==> config.mk <==
export PLATFORM = sky130hd
export DESIGN_NAME = current_direction_qualifier_unit
export DESIGN_NICKNAME = d
export VERILOG_FILES = /design/src/design/cdq_pkg.sv /design/src/design/cdq_regs.sv /design/src/design/cdq_core.sv /design/src/design/current_direction_qualifier_unit.sv
export SDC_FILE = /design/constraint.sdc
export NUM_CORES = 1
export LEC_CHECK = 0
export BUFFER_PORTS_ARGS = -buffer_cell sky130_fd_sc_hd__clkbuf_2
export CAP_MARGIN = 5
export CELL_PAD_IN_SITES_DETAIL_PLACEMENT = 1
export CELL_PAD_IN_SITES_GLOBAL_PLACEMENT = 1
export CORE_UTILIZATION = 50
export DETAILED_ROUTE_END_ITERATION = 16
export GPL_ROUTABILITY_DRIVEN = 0
export GPL_TIMING_DRIVEN = 0
export PLACE_DENSITY = 0.95
export SYNTH_ARGS = -nofsm -noshare
export SYNTH_HDL_FRONTEND = slang
export SYNTH_HIERARCHICAL = 1
export SYNTH_SLANG_ARGS = --single-unit
==> constraint.sdc <==
create_clock -name clk -period 10.2 [get_ports clk]
set_input_delay 1.02 -clock clk [delete_from_list [all_inputs] [get_ports clk]]
set_output_delay 1.02 -clock clk [all_outputs]
set_load 0.05 [all_outputs]
==> src/design/cdq_pkg.sv <==
package cdq_pkg;

	typedef enum logic [1:0] {
		DIR_IDLE = 2'd0,
		DIR_CHG  = 2'd1,
		DIR_DSG  = 2'd2
	} dir_t;

	typedef enum logic [2:0] {
		REG_SWITCH_FILTER = 3'd0,
		REG_IDLE_FILTER   = 3'd1,
		REG_CHARGE_THR    = 3'd2,
		REG_DISCHARGE_THR = 3'd3,
		REG_IDLE_MID      = 3'd4
	} reg_idx_t;

	localparam int unsigned ADDR_W = 5;
	localparam int unsigned DATA_W = 32;

	typedef struct packed {
		logic        [7:0]  switch_filter;
		logic        [7:0]  idle_filter;
		logic signed [15:0] charge_threshold;
		logic signed [15:0] discharge_threshold;
		logic signed [15:0] idle_midpoint;
	} cfg_t;

	typedef struct packed {
		dir_t direction;
		logic changed;
	} res_t;

endpackage

==> src/design/cdq_regs.sv <==
module cdq_regs (
	input  logic                        clk,
	input  logic                        arst_n,
	input  logic                        psel,
	input  logic                        penable,
	input  logic                        pwrite,
	input  logic [cdq_pkg::ADDR_W-1:0]  paddr,
	input  logic [cdq_pkg::DATA_W-1:0]  pwdata,
	output logic [cdq_pkg::DATA_W-1:0]  prdata,
	output cdq_pkg::cfg_t               cfg
);
	import cdq_pkg::*;

	logic     wr_en;
	reg_idx_t idx;
	cfg_t     cfg_q;

	assign wr_en = psel && penable && pwrite;
	assign idx   = reg_idx_t'(paddr[ADDR_W-1:2]);
	assign cfg   = cfg_q;

	always_ff @(posedge clk or negedge arst_n) begin
		if (!arst_n) begin
			cfg_q.switch_filter       <= 8'd5;
			cfg_q.idle_filter         <= 8'd10;
			cfg_q.charge_threshold    <= 16'sd20;
			cfg_q.discharge_threshold <= -16'sd20;
			cfg_q.idle_midpoint       <= 16'sd0;
		end else if (wr_en) begin
			case (idx)
				REG_SWITCH_FILTER: cfg_q.switch_filter       <= pwdata[7:0];
				REG_IDLE_FILTER:   cfg_q.idle_filter         <= pwdata[7:0];
				REG_CHARGE_THR:    cfg_q.charge_threshold    <= signed'(pwdata[15:0]);
				REG_DISCHARGE_THR: cfg_q.discharge_threshold <= signed'(pwdata[15:0]);
				REG_IDLE_MID:      cfg_q.idle_midpoint       <= signed'(pwdata[15:0]);
				default: ;
			endcase
		end
	end

	always_comb begin
		case (idx)
			REG_SWITCH_FILTER: prdata = {24'd0, cfg_q.switch_filter};
			REG_IDLE_FILTER:   prdata = {24'd0, cfg_q.idle_filter};
			REG_CHARGE_THR:    prdata = DATA_W'(cfg_q.charge_threshold);
			REG_DISCHARGE_THR: prdata = DATA_W'(cfg_q.discharge_threshold);
			REG_IDLE_MID:      prdata = DATA_W'(cfg_q.idle_midpoint);
			default:           prdata = '0;
		endcase
	end

endmodule

==> src/design/cdq_core.sv <==
module cdq_core (
	input  logic               clk,
	input  logic               arst_n,
	input  logic               en,
	input  logic signed [15:0] cur,
	input  cdq_pkg::cfg_t      cfg,
	output cdq_pkg::res_t      res
);
	import cdq_pkg::*;

	dir_t       state_q, state_d;
	logic [7:0] idle_cnt_q, dsg_cnt_q, chg_cnt_q;
	logic [7:0] idle_cnt_d, dsg_cnt_d, chg_cnt_d;

	// next state: per-state counting, then priority select
	always_comb begin
		logic       ge_chg, le_dsg, ge_mid, le_mid;
		logic [7:0] idle_c, dsg_c, chg_c;
		ge_chg = cur >= cfg.charge_threshold;
		le_dsg = cur <= cfg.discharge_threshold;
		ge_mid = cur >= cfg.idle_midpoint;
		le_mid = cur <= cfg.idle_midpoint;
		idle_c = idle_cnt_q;
		dsg_c  = dsg_cnt_q;
		chg_c  = chg_cnt_q;
		case (state_q)
			DIR_DSG: begin
				if (ge_chg) begin
					chg_c  = chg_cnt_q + 8'd1;
					idle_c = idle_cnt_q + 8'd1;
				end else if (ge_mid) begin
					chg_c  = '0;
					idle_c = idle_cnt_q + 8'd1;
				end else begin
					chg_c  = '0;
					idle_c = '0;
				end
				dsg_c = '0;
			end
			DIR_CHG: begin
				if (le_dsg) begin
					idle_c = idle_cnt_q + 8'd1;
					dsg_c  = dsg_cnt_q + 8'd1;
				end else if (le_mid) begin
					idle_c = idle_cnt_q + 8'd1;
					dsg_c  = '0;
				end else begin
					idle_c = '0;
					dsg_c  = '0;
				end
				chg_c = '0;
			end
			default: begin
				if (le_dsg) begin
					dsg_c = dsg_cnt_q + 8'd1;
					chg_c = '0;
				end else if (ge_chg) begin
					chg_c = chg_cnt_q + 8'd1;
					dsg_c = '0;
				end else begin
					dsg_c = '0;
					chg_c = '0;
				end
				idle_c = '0;
			end
		endcase
		state_d    = state_q;
		idle_cnt_d = idle_c;
		dsg_cnt_d  = dsg_c;
		chg_cnt_d  = chg_c;
		if (dsg_c >= cfg.switch_filter) begin
			dsg_cnt_d = '0;
			state_d   = DIR_DSG;
		end else if (chg_c >= cfg.switch_filter) begin
			chg_cnt_d = '0;
			state_d   = DIR_CHG;
		end else if (idle_c >= cfg.idle_filter) begin
			idle_cnt_d = '0;
			state_d    = DIR_IDLE;
		end
	end

	always_comb begin
		res.direction = state_d;
		res.changed   = state_d != state_q;
	end

	always_ff @(posedge clk or negedge arst_n) begin
		if (!arst_n) begin
			state_q    <= DIR_IDLE;
			idle_cnt_q <= '0;
			dsg_cnt_q  <= '0;
			chg_cnt_q  <= '0;
		end else if (en) begin
			state_q    <= state_d;
			idle_cnt_q <= idle_cnt_d;
			dsg_cnt_q  <= dsg_cnt_d;
			chg_cnt_q  <= chg_cnt_d;
		end
	end

endmodule

==> src/design/current_direction_qualifier_unit.sv <==
// channel | signals                                    | beat
// sample  | sample_valid, sample_ready, total_current  | one current sample
// result  | result_valid, result_ready, direction, ... | direction, direction_changed
// config  | psel, penable, pwrite, paddr, pwdata, ...  | one register write or read
//
// One sample per cycle sustained while result_ready is high. A sample passes through
// the input register, then the result register, before its result appears.
// Direction state and counters update as a sample moves into the result register.
// sample_ready depends combinationally on result_ready; a stall holds both registers.
// Reset clears state, counters and valids and loads register defaults.
module current_direction_qualifier_unit (
	input  logic                        clk,
	input  logic                        arst_n,
	input  logic                        sample_valid,
	output logic                        sample_ready,
	input  logic signed [15:0]          total_current,
	output logic                        result_valid,
	input  logic                        result_ready,
	output logic [1:0]                  direction,
	output logic                        direction_changed,
	input  logic                        psel,
	input  logic                        penable,
	input  logic                        pwrite,
	input  logic [cdq_pkg::ADDR_W-1:0]  paddr,
	input  logic [cdq_pkg::DATA_W-1:0]  pwdata,
	output logic [cdq_pkg::DATA_W-1:0]  prdata,
	output logic                        pready
);
	import cdq_pkg::*;

	cfg_t               cfg;
	res_t               res;
	logic               valid_s1, valid_s2, adv;
	logic signed [15:0] cur_s1;
	res_t               res_s2;

	assign pready       = 1'b1;
	assign adv          = valid_s1 && (!valid_s2 || result_ready);
	assign sample_ready = !valid_s1 || adv;

	cdq_regs u_regs (
		.clk     (clk),
		.arst_n  (arst_n),
		.psel    (psel),
		.penable (penable),
		.pwrite  (pwrite),
		.paddr   (paddr),
		.pwdata  (pwdata),
		.prdata  (prdata),
		.cfg     (cfg)
	);

	cdq_core u_core (
		.clk    (clk),
		.arst_n (arst_n),
		.en     (adv),
		.cur    (cur_s1),
		.cfg    (cfg),
		.res    (res)
	);

	always_ff @(posedge clk or negedge arst_n) begin
		if (!arst_n) begin
			valid_s1 <= 1'b0;
		end else if (sample_valid && sample_ready) begin
			valid_s1 <= 1'b1;
		end else if (adv) begin
			valid_s1 <= 1'b0;
		end
	end

	always_ff @(posedge clk) begin
		if (sample_valid && sample_ready) begin
			cur_s1 <= total_current;
		end
	end

	always_ff @(posedge clk or negedge arst_n) begin
		if (!arst_n) begin
			valid_s2 <= 1'b0;
		end else if (adv) begin
			valid_s2 <= 1'b1;
		end else if (result_ready) begin
			valid_s2 <= 1'b0;
		end
	end

	always_ff @(posedge clk) begin
		if (adv) begin
			res_s2 <= res;
		end
	end

	assign result_valid      = valid_s2;
	assign direction         = res_s2.direction;
	assign direction_changed = res_s2.changed;

endmodule

After elaboration in Yosys (flattened, before gate mapping)
Index checks and enable logic that the tools add are counted.
W data, S select, Z words.
{"block": "word_totals", "output_inout_bits": 38, "register_bits": 111, "elab_cells": 71}
{"block": "op_classes", "n_addsub": 3, "eq_ne": 7, "reduce_logical": 16, "n_mux": 24, "n_lt_le_gt_ge": 7}
{"cell": "$pmux W32 S5", "n": 1}
{"cell": "$mux W8", "n": 14}
{"cell": "$ge A16 B16 Y1", "n": 2}
{"cell": "$le A16 B16 Y1", "n": 2}
{"cell": "$pmux W8 S2", "n": 2}
{"cell": "$add A8 B1 Y8 const B", "n": 3}
{"cell": "$ge A8 B8 Y1", "n": 3}
{"cell": "$reduce_and A2 Y1", "n": 5}
{"cell": "$eq A3 B2 Y1 const B", "n": 2}
{"cell": "$mux W2", "n": 3}
{"cell": "$logic_and A1 B1 Y1", "n": 4}
{"cell": "$mux W1", "n": 4}
{"cell": "$reduce_bool A2 Y1", "n": 2}
{"cell": "$eq A3 B1 Y1 const B", "n": 1}
{"cell": "$eq A3 B3 Y1 const B", "n": 1}
{"cell": "$logic_not A3 Y1", "n": 1}
{"cell": "$eq A2 B1 Y1 const B", "n": 1}
{"cell": "$eq A2 B2 Y1 const B", "n": 1}
{"cell": "$logic_not A1 Y1", "n": 2}
{"cell": "$logic_or A1 B1 Y1", "n": 2}
{"cell": "$ne A2 B2 Y1", "n": 1}

Logic depth before layout (Yosys ltp)
Gate-level depths: netlist of the first run.
{"block": "depth", "word_depth": 9, "mapped_depth": 19}

Cells and area by module
Netlist of the first run, hierarchy kept.
{"module": "cdq_core", "seq_area_each_um2": 650.6, "cells_per_inst": 447, "instances": 1, "area_each_um2": 3582.2}
{"module": "cdq_regs", "seq_area_each_um2": 1625.3, "cells_per_inst": 226, "instances": 1, "area_each_um2": 3149.3}
{"module": "current_direction_qualifier_unit", "seq_area_each_um2": 620.6, "cells_per_inst": 29, "instances": 1, "area_each_um2": 685.7}

Worst setup path after synthesis of the first run
No wires, ideal clock.
{"block": "synth_timing", "kind": "input to output", "start": "input port paddr[3] in the netlist's numbering", "end": "output port prdata[16] in the netlist's numbering", "required_time_ps": 9180, "stages": 5, "arrival_time_ps": 3927, "n_path_buf": 3, "path_slack_ps": 5253, "path_cell_list": "buf_6 -> clkbuf_1 -> nand2b_1 -> o21ai_0 -> buf_4"}
{"block": "synth_via", "elab_chain_cells": 2, "elab_cells_between_ends": 6}
{"item": "start: declaration", "line_no": "current_direction_qualifier_unit.sv:24", "text": "input logic [cdq_pkg::ADDR_W-1:0] paddr,"}
{"item": "$eq A3 B3 Y1, or another cell as far along", "line_no": "cdq_regs.sv:42", "text": "case (idx)"}
{"item": "$pmux W32 S5 (*)", "line_no": "cdq_regs.sv:42"}
{"item": "end: declaration", "line_no": "current_direction_qualifier_unit.sv:26", "text": "output logic [cdq_pkg::DATA_W-1:0] prdata,"}
Mark *: on every way between the ends. The rest lies on a longest branch, timed or not.

Worst setup path after layout of the first run
{"block": "layout_timing", "start": "register u_regs.cfg_q (netlist bit u_regs/cfg[31])", "end": "register u_core.idle_cnt_q[6]"}
{"block": "layout_via", "elab_chain_cells": 7, "elab_cells_between_ends": 13}
{"item": "start: declaration", "line_no": "cdq_regs.sv:16", "text": "cfg_t cfg_q;"}
{"item": "$le A16 B16 Y1 (*)", "line_no": "cdq_core.sv:20", "text": "le_dsg = cur <= cfg.discharge_threshold;"}
{"item": "$mux W8", "line_no": "cdq_core.sv:41", "text": "if (le_dsg) begin"}
{"item": "$pmux W8 S2", "line_no": "cdq_core.sv:26", "text": "case (state_q)"}
{"item": "$ge A8 B8 Y1", "line_no": "cdq_core.sv:77", "text": "end else if (idle_c >= cfg.idle_filter) begin"}
{"item": "$mux W8", "line_no": "cdq_core.sv:77"}
{"item": "$mux W8", "line_no": "cdq_core.sv:74", "text": "end else if (chg_c >= cfg.switch_filter) begin"}
{"item": "$mux W8 (*)", "line_no": "cdq_core.sv:71", "text": "if (dsg_c >= cfg.switch_filter) begin"}
{"item": "end signal: assignment", "line_no": "cdq_core.sv:96", "text": "idle_cnt_q <= idle_cnt_d;"}
{"item": "end: declaration", "line_no": "cdq_core.sv:12", "text": "logic [7:0] idle_cnt_q, dsg_cnt_q, chg_cnt_q;"}
Marked as above.
A chain may end at the register's enable or synchronous reset.

==> impl_metrics.env, run 1 <==
export IMPL_p_int_mw=0.965
export IMPL_holdWs_ns=0.540
export IMPL_ys_ff_latch=111
export IMPL_arrival_ns=6.35
export IMPL_antenna_found_initial=0
export IMPL_r2r_start="u_regs/cfg[31]"
export IMPL_synth_avg_cell_area_sq_um=10.6
export IMPL_instances_no_fill=981
export IMPL_postPlaceCellArea_sq_um=8070
export IMPL_numCtsBuffers=9
export IMPL_overflow=0
export IMPL_startpoint_type="flop"
export IMPL_hp_class="flop to flop"
export IMPL_synth_edff_count=19
export IMPL_placed_cells=965
export IMPL_fillers=1619
export IMPL_clock_fmax_mhz=164
export IMPL_cts_max_level=3
export IMPL_cts_resized=0
export IMPL_reg2reg_to="u_core/idle_cnt_q[6]"
export IMPL_final_setup_viol_count=0
export IMPL_layout_common_cells="inv_1, ha_1, clkbuf_2"
export IMPL_cp_max_fo=10
export IMPL_rrSetupSlack_ns=4.10
export IMPL_drv_slew=0
export IMPL_ys_types=78
export IMPL_period_share_pct=59.8
export IMPL_firstDrtPassIters=5
export IMPL_grtUsageTotal_pct=31.4
export IMPL_cts_tree="done"
export IMPL_hpwl_um=16500
export IMPL_p_switching_mw=0.650
export IMPL_grt_max_degree=49
export IMPL_holdCritStartpoint="u_regs/cfg[38]"
export IMPL_whs_path_depth=1
export IMPL_grt_pass1_vias=6527
export IMPL_power_frac_clock_pct=22.2
export IMPL_post_cts_buffers=0
export IMPL_setup_tns_ns=0
export IMPL_rsz0062_at_grt="false"
export IMPL_hold_buffers=0
export IMPL_vias=6027
export IMPL_path_class="flop to flop"
export IMPL_power_mw=1.62
export IMPL_final_common_cell="inv_1"
export IMPL_fin_nets=929
export IMPL_holdPathEnd="u_regs/cfg[38]"
export IMPL_leakagePower_nw=3.84
export IMPL_rows=44
export IMPL_viasPerCell=6.14
export IMPL_maxSlewHeadroom_pct=18.7
export IMPL_ys_seq_area_share_pct=39.1
export IMPL_required_ns=10.46
export IMPL_cts_clk_slew_worst_paths_ns=0.08
export IMPL_synthFlopType="dfrtp_1"
export IMPL_grt_pass1_wl_um=35300
export IMPL_reg2regPathDepth=18
export IMPL_core_area_sq_um=14500
export IMPL_syn_area_sq_um=7420
export IMPL_ir_drop_mv=0.0824
export IMPL_switching_share_pct=40.2
export IMPL_drv_cap=0
export IMPL_portBuffers=77
export IMPL_dp_slack_ns=4.45
export IMPL_fin_crit_ns=6.10
export IMPL_routed_wl_um=22700
export IMPL_drt_iter0_drc=348
export IMPL_tightest_slew_ns=1.21
export IMPL_synth_largest_area_cell="dfrtp_1"
export IMPL_p_seq_share_pct=37.8
export IMPL_status="finished clean"
export IMPL_ioPinCount=98
export IMPL_die_area_sq_um=15300
export IMPL_syn_inst=702
export IMPL_drc_errors=0
export IMPL_hold_viol=0
export IMPL_die_h_um=124
export IMPL_synth_top_area_share_pct=24.6
export IMPL_cts_sinks=111
export IMPL_synth_nets=839
export IMPL_p_per_area_nw_per_um2=193
export IMPL_wire_per_inst_um=23.2
export IMPL_clockBufferDepth=2
export IMPL_antenna_cells=0
export IMPL_drive_gt1_share_pct=29.2
export IMPL_finalClockSkew_ns=0.00853
export IMPL_yosys_top_cells_area="dfrtp_1, ha_1, mux2_2"
export IMPL_syn2layout_area_growth_pct=12.8
export IMPL_crit_path_end_kind="flop"
export IMPL_start_util_pct=51.2
export IMPL_combinationalPowerShare_pct=40.0
export IMPL_fin_util_pct=57.8
export IMPL_synthArstFlopShare_pct=82.9
export IMPL_yosysWarnings=6
export IMPL_clock_latency_ns=0.37
export IMPL_fp_dieW_um=124
export IMPL_cts_root_buf="clkbuf_16"
export IMPL_fin_area_sq_um=8360
export IMPL_setup_slack_ns=4.10
export IMPL_ant_nets=0
## logic make-up after synthesis
kind of cell / Yosys count / share of synthesized area [%]
compound gates: 142 / 13.2
xor+xnor: 12 / 1.42
fa+ha+maj: 77 / 13.0
buf+inv: 117 / 7.56
flops: 111 / 39.1
mux: 85 / 13.3
other cells: 1 / 0.0506
simple gates: 157 / 12.4
## power by group through the flow
| stage | Sequential, mW | Clock [mW] | Combinational [mW] |
|---|---|---|---|
| floorplan | 0.605 | 0 | 0.424 |
| detailed placement | 0.617 | 0 | 0.614 |
| finish | 0.610 | 0.359 | 0.647 |
| global placement | 0.608 | 0 | 0.562 |
| CTS | 0.610 | 0.360 | 0.637 |
| global route | 0.621 | 0.374 | 0.692 |
## cells in the mapped netlist, drive strengths merged, types with 6 or more instances
| master | number |
|---|---|
| buf | 30 |
| a21oi | 33 |
| nand2 | 36 |
| dfrtp | 73 |
| nand2b | 19 |
| ha | 77 |
| a32oi | 8 |
| mux2i | 9 |
| xnor2 | 9 |
| nor3 | 12 |
| or2 | 6 |
| nor4 | 7 |
| a22oi | 8 |
| nand3 | 10 |
| nor2b | 6 |
| o21ai | 33 |
| inv | 80 |
| mux2 | 76 |
| clkbuf | 6 |
| dfstp | 19 |
| o31ai | 11 |
| or3 | 6 |
| nor2 | 28 |
| edfxtp | 19 |
## registers in the layout, indices dropped and copies added (netlist names)
name,flops
result_valid,1
direction,2
valid_s1,1
u_core/idle_cnt_q,8
direction_changed,1
u_core/dsg_cnt_q,8
u_core/chg_cnt_q,8
u_regs/cfg,64
cur_s1,16
u_core/state_q,2
## cell type report
type / instances / area (sq um) / area share (%)
Buffer: 36 / 256 / 3.07
Multi-Input combinational cell: 474 / 3960 / 47.4
Clock inverter: 5 / 28.8 / 0.344
Inverter: 81 / 304 / 3.64
Clock buffer: 11 / 264 / 3.16
Tap cell: 184 / 230 / 2.75
Timing Repair Buffer: 79 / 423 / 5.06
Sequential cell: 111 / 2900 / 34.6
## worst max path at each step
stage	from	endpoint	slack [ns]	cells after the start
2_1_floorplan	paddr[3]	prdata[16]	5.25	5
3_3_place_gp	u_regs/cfg[31]	u_core/idle_cnt_q[3]	4.73	18
3_5_place_dp	u_regs/cfg[31]	u_core/idle_cnt_q[6]	4.45	19
4_1_cts	u_regs/cfg[31]	u_core/idle_cnt_q[6]	4.27	18
5_1_grt	u_regs/cfg[31]	u_core/idle_cnt_q[6]	3.84	19
6_report	u_regs/cfg[31]	u_core/idle_cnt_q[6]	4.10	18
## critical path, cell delays in order (launching register included)
cell and delay [ns]:
dfstp_2 0.56, inv_1 0.05, ha_1 0.43, nand4_2 0.19
nor4_1 0.51, a21boi_2 0.32, nor4b_2 0.10, o31ai_1 1.02
buf_2 0.38, or2_2 0.16, ha_1 0.22, nand2b_1 0.15
a211oi_1 0.30, o22ai_1 0.17, nor4_1 0.23, a21oi_1 0.17
nor3_2 0.58, nor2_2 0.14, a32o_1 0.31
## routing by layer
metal	GRT usage, %	up-vias	part of all wire (%)
li1	-	2689	-
met1	38.0	3006	40
met2	53.0	247	49
met3	4.40	85	5.3
met4	18.9	0	5.2
met5	1.39	-	0
Note: power is estimated with default switching activity, not from simulation.
==> inputs of run 2 (changes only) <==
--- a/config.mk
+++ b/config.mk
@@ -9,11 +9,11 @@
 export CAP_MARGIN = 5
 export CELL_PAD_IN_SITES_DETAIL_PLACEMENT = 1
 export CELL_PAD_IN_SITES_GLOBAL_PLACEMENT = 1
-export CORE_UTILIZATION = 50
+export CORE_UTILIZATION = 42
 export DETAILED_ROUTE_END_ITERATION = 16
 export GPL_ROUTABILITY_DRIVEN = 0
 export GPL_TIMING_DRIVEN = 0
-export PLACE_DENSITY = 0.95
+export PLACE_DENSITY = 0.86
 export SYNTH_ARGS = -nofsm -noshare
 export SYNTH_HDL_FRONTEND = slang
 export SYNTH_HIERARCHICAL = 1
==> constraint.sdc (replaced) <==
create_clock -name clk -period 5.3 [get_ports clk]
set_input_delay 0.53 -clock clk [delete_from_list [all_inputs] [get_ports clk]]
set_output_delay 0.53 -clock clk [all_outputs]
set_load 0.05 [all_outputs]
==> run 2 against run 1 <==
Effect of this change:
- setup slack worse by 3.9 ns
- via count down 2.4%
- die area up 19%
- total power up 96%
- global-route usage down 7.1 points
- non-clock buffer count up 3
==> impl_metrics.env, run 2 (synthesis results as in run 1) <==
export IMPL_grt_busiest_layer="met2"
export IMPL_start_util_pct=42.9
export IMPL_power_frac_clock_pct=24.2
export IMPL_dp_slack_ns=-0.579
export IMPL_grtUsageMet1_pct=31.6
export IMPL_ant_nets=0
export IMPL_arrival_ns=5.37
export IMPL_tightest_slew_ns=0.711
export IMPL_grt_use_met2_pct=40.7
export IMPL_p_per_area_nw_per_um2=371
export IMPL_drt_iter0_drc=291
export IMPL_fin_area_sq_um=8550
export IMPL_cts_max_level=3
export IMPL_ioPinCount=98
export IMPL_final_setup_viol_count=0
export IMPL_numCtsBuffers=9
export IMPL_p_seq_share_pct=36.9
export IMPL_firstDrtPassIters=5
export IMPL_die_h_um=135
export IMPL_viasPerCell=5.74
export IMPL_largest_register_ffs=64
export IMPL_die_area_sq_um=18200
export IMPL_antenna_found_initial=0
export IMPL_ir_drop_mv=0.232
export IMPL_combinationalPowerShare_pct=38.9
export IMPL_final_common_cell="inv_1"
export IMPL_leakagePower_nw=3.89
export IMPL_fin_util_pct=49.4
export IMPL_grt_max_degree=49
export IMPL_regArea_sq_um=2900
export IMPL_hold_viol=0
export IMPL_cts_root_buf="clkbuf_16"
export IMPL_crit_chain="inv_1 > ha_1 > nand4_2 > nor4_4 > a21boi_4 > o21ba_1 > nor4b_2 > o21ai_2 > buf_2 > a21oi_1 > ha_1 > a21o_1 > a2111oi_0 > o21ai_1 > o21ai_0 > inv_1 > nor3_4 > buf_12 > nor2_2 > a32o_1"
export IMPL_hpwl_um=15600
export IMPL_setup_slack_ns=0.189
export IMPL_fp_dieW_um=135
export IMPL_grt_pass1_vias=6225
export IMPL_maxSlewHeadroom_pct=52.6
export IMPL_postPlaceCellArea_sq_um=8120
export IMPL_p_int_mw=1.94
export IMPL_antenna_cells=0
export IMPL_max_stage_delay_ns=0.54
export IMPL_p_switching_mw=1.23
export IMPL_drv_slew=0
export IMPL_crit_path_end_kind="flop"
export IMPL_portBuffers=77
export IMPL_clock_latency_ns=0.37
export IMPL_layout_common_cells="inv_1, ha_1, clkbuf_2"
export IMPL_multi_input_area_sq_um=4030
export IMPL_wire_per_inst_um=20.7
export IMPL_cts_sinks=111
export IMPL_path_class="flop to flop"
export IMPL_drive_gt1_share_pct=30.1
export IMPL_clockBufferDepth=2
export IMPL_hp_class="primary input to asynchronous set/reset pin"
export IMPL_clock_fmax_mhz=196
export IMPL_overflow=0
export IMPL_drv_cap=0
export IMPL_instances_no_fill=1025
export IMPL_fin_crit_ns=5.11
export IMPL_fin_nets=932
export IMPL_switching_share_pct=38.8
export IMPL_crit_path_top_delay_cell="dfstp_2"
export IMPL_status="finished clean"
export IMPL_core_area_sq_um=17300
export IMPL_syn2layout_area_growth_pct=15.3
export IMPL_required_ns=5.56
export IMPL_grt_pass1_wl_um=33700
export IMPL_drc_errors=0
export IMPL_grtUsageTotal_pct=24.4
export IMPL_placed_cells=1006
export IMPL_period_share_pct=96.4
export IMPL_cts_tree="done"
export IMPL_vias=5880
export IMPL_startpoint_type="flop"
export IMPL_finalClockSkew_ns=0.00909
export IMPL_rows=48
export IMPL_routed_wl_um=21200
export IMPL_cts_clk_slew_worst_paths_ns=0.07
export IMPL_use_met3_pct=2.97
export IMPL_setup_tns_ns=0
export IMPL_cp_max_fo=10
export IMPL_fillers=1958
run 2: final cells by class:
cell class	count	share of cell area, %
well taps	225	3.29
multi-input cells	474	47.1
clock buffers	9	2.63
repair buffers	82	5.36
clock inverters	7	1.20
flip-flops and latches	111	33.9
plain buffers	36	3.00
inverters	81	3.56
run 2: what timing repair did:
| item | 4_1_cts | 5_1_grt |
|---|---|---|
| pin swaps | 1 | 2 |
| setup buffers | 1 | 2 |
| setup endpoints to repair | 29 | 25 |
| hold buffers | 0 | 0 |
| resized for setup | 5 | 5 |
run 2: metrics by stage:
step	hold slack, ns	power [mW]
final	0.244	3.17
after global routing	0.304	3.34
after CTS	0.265	3.15
after detailed placement	0.511	2.33
after global placement	0.484	2.25
after floorplan	0.234	1.98
run 2: metal layers:
layer | share of wire, % | up-vias
met5 | 0 | -
met4 | 3.0 | 0
met3 | 4.5 | 39
met2 | 48 | 182
met1 | 44 | 2967
li1 | - | 2692
run 2: critical path: cells and delay by family, from the launching register on:
kind | cells | cell delay (ns)
adder cells (fa/ha/maj) | 2 | 0.71
AND/OR/NAND/NOR | 5 | 1.04
buffers and inverters | 4 | 0.67
AO/OA/AOI/OAI | 9 | 2.02
flip-flops | 1 | 0.54
run 2: power groups by stage:
stage	Sequential, mW	Combinational [mW]	Clock, mW
detailed placement	1.18	1.15	0
finish	1.17	1.23	0.769
CTS	1.17	1.19	0.787
global placement	1.17	1.08	0
floorplan	1.16	0.815	0
global route	1.19	1.34	0.815
run 2: path summary, 6_finish.rpt:
kind,startpoint,end,slack (ns),depth (start not counted)
max,u_regs/cfg[31],u_core/idle_cnt_q[5],0.19,20
min,arst_n,u_core/chg_cnt_q[3],0.24,1
max reg2reg,u_regs/cfg[31],u_core/idle_cnt_q[5],0.19,20
min reg2reg,u_core/idle_cnt_q[1],u_core/idle_cnt_q[1],0.52,2
max in group asynchronous,arst_n,u_regs/cfg[26],4.32,2
min in group clk,total_current[6],cur_s1[6],0.33,1
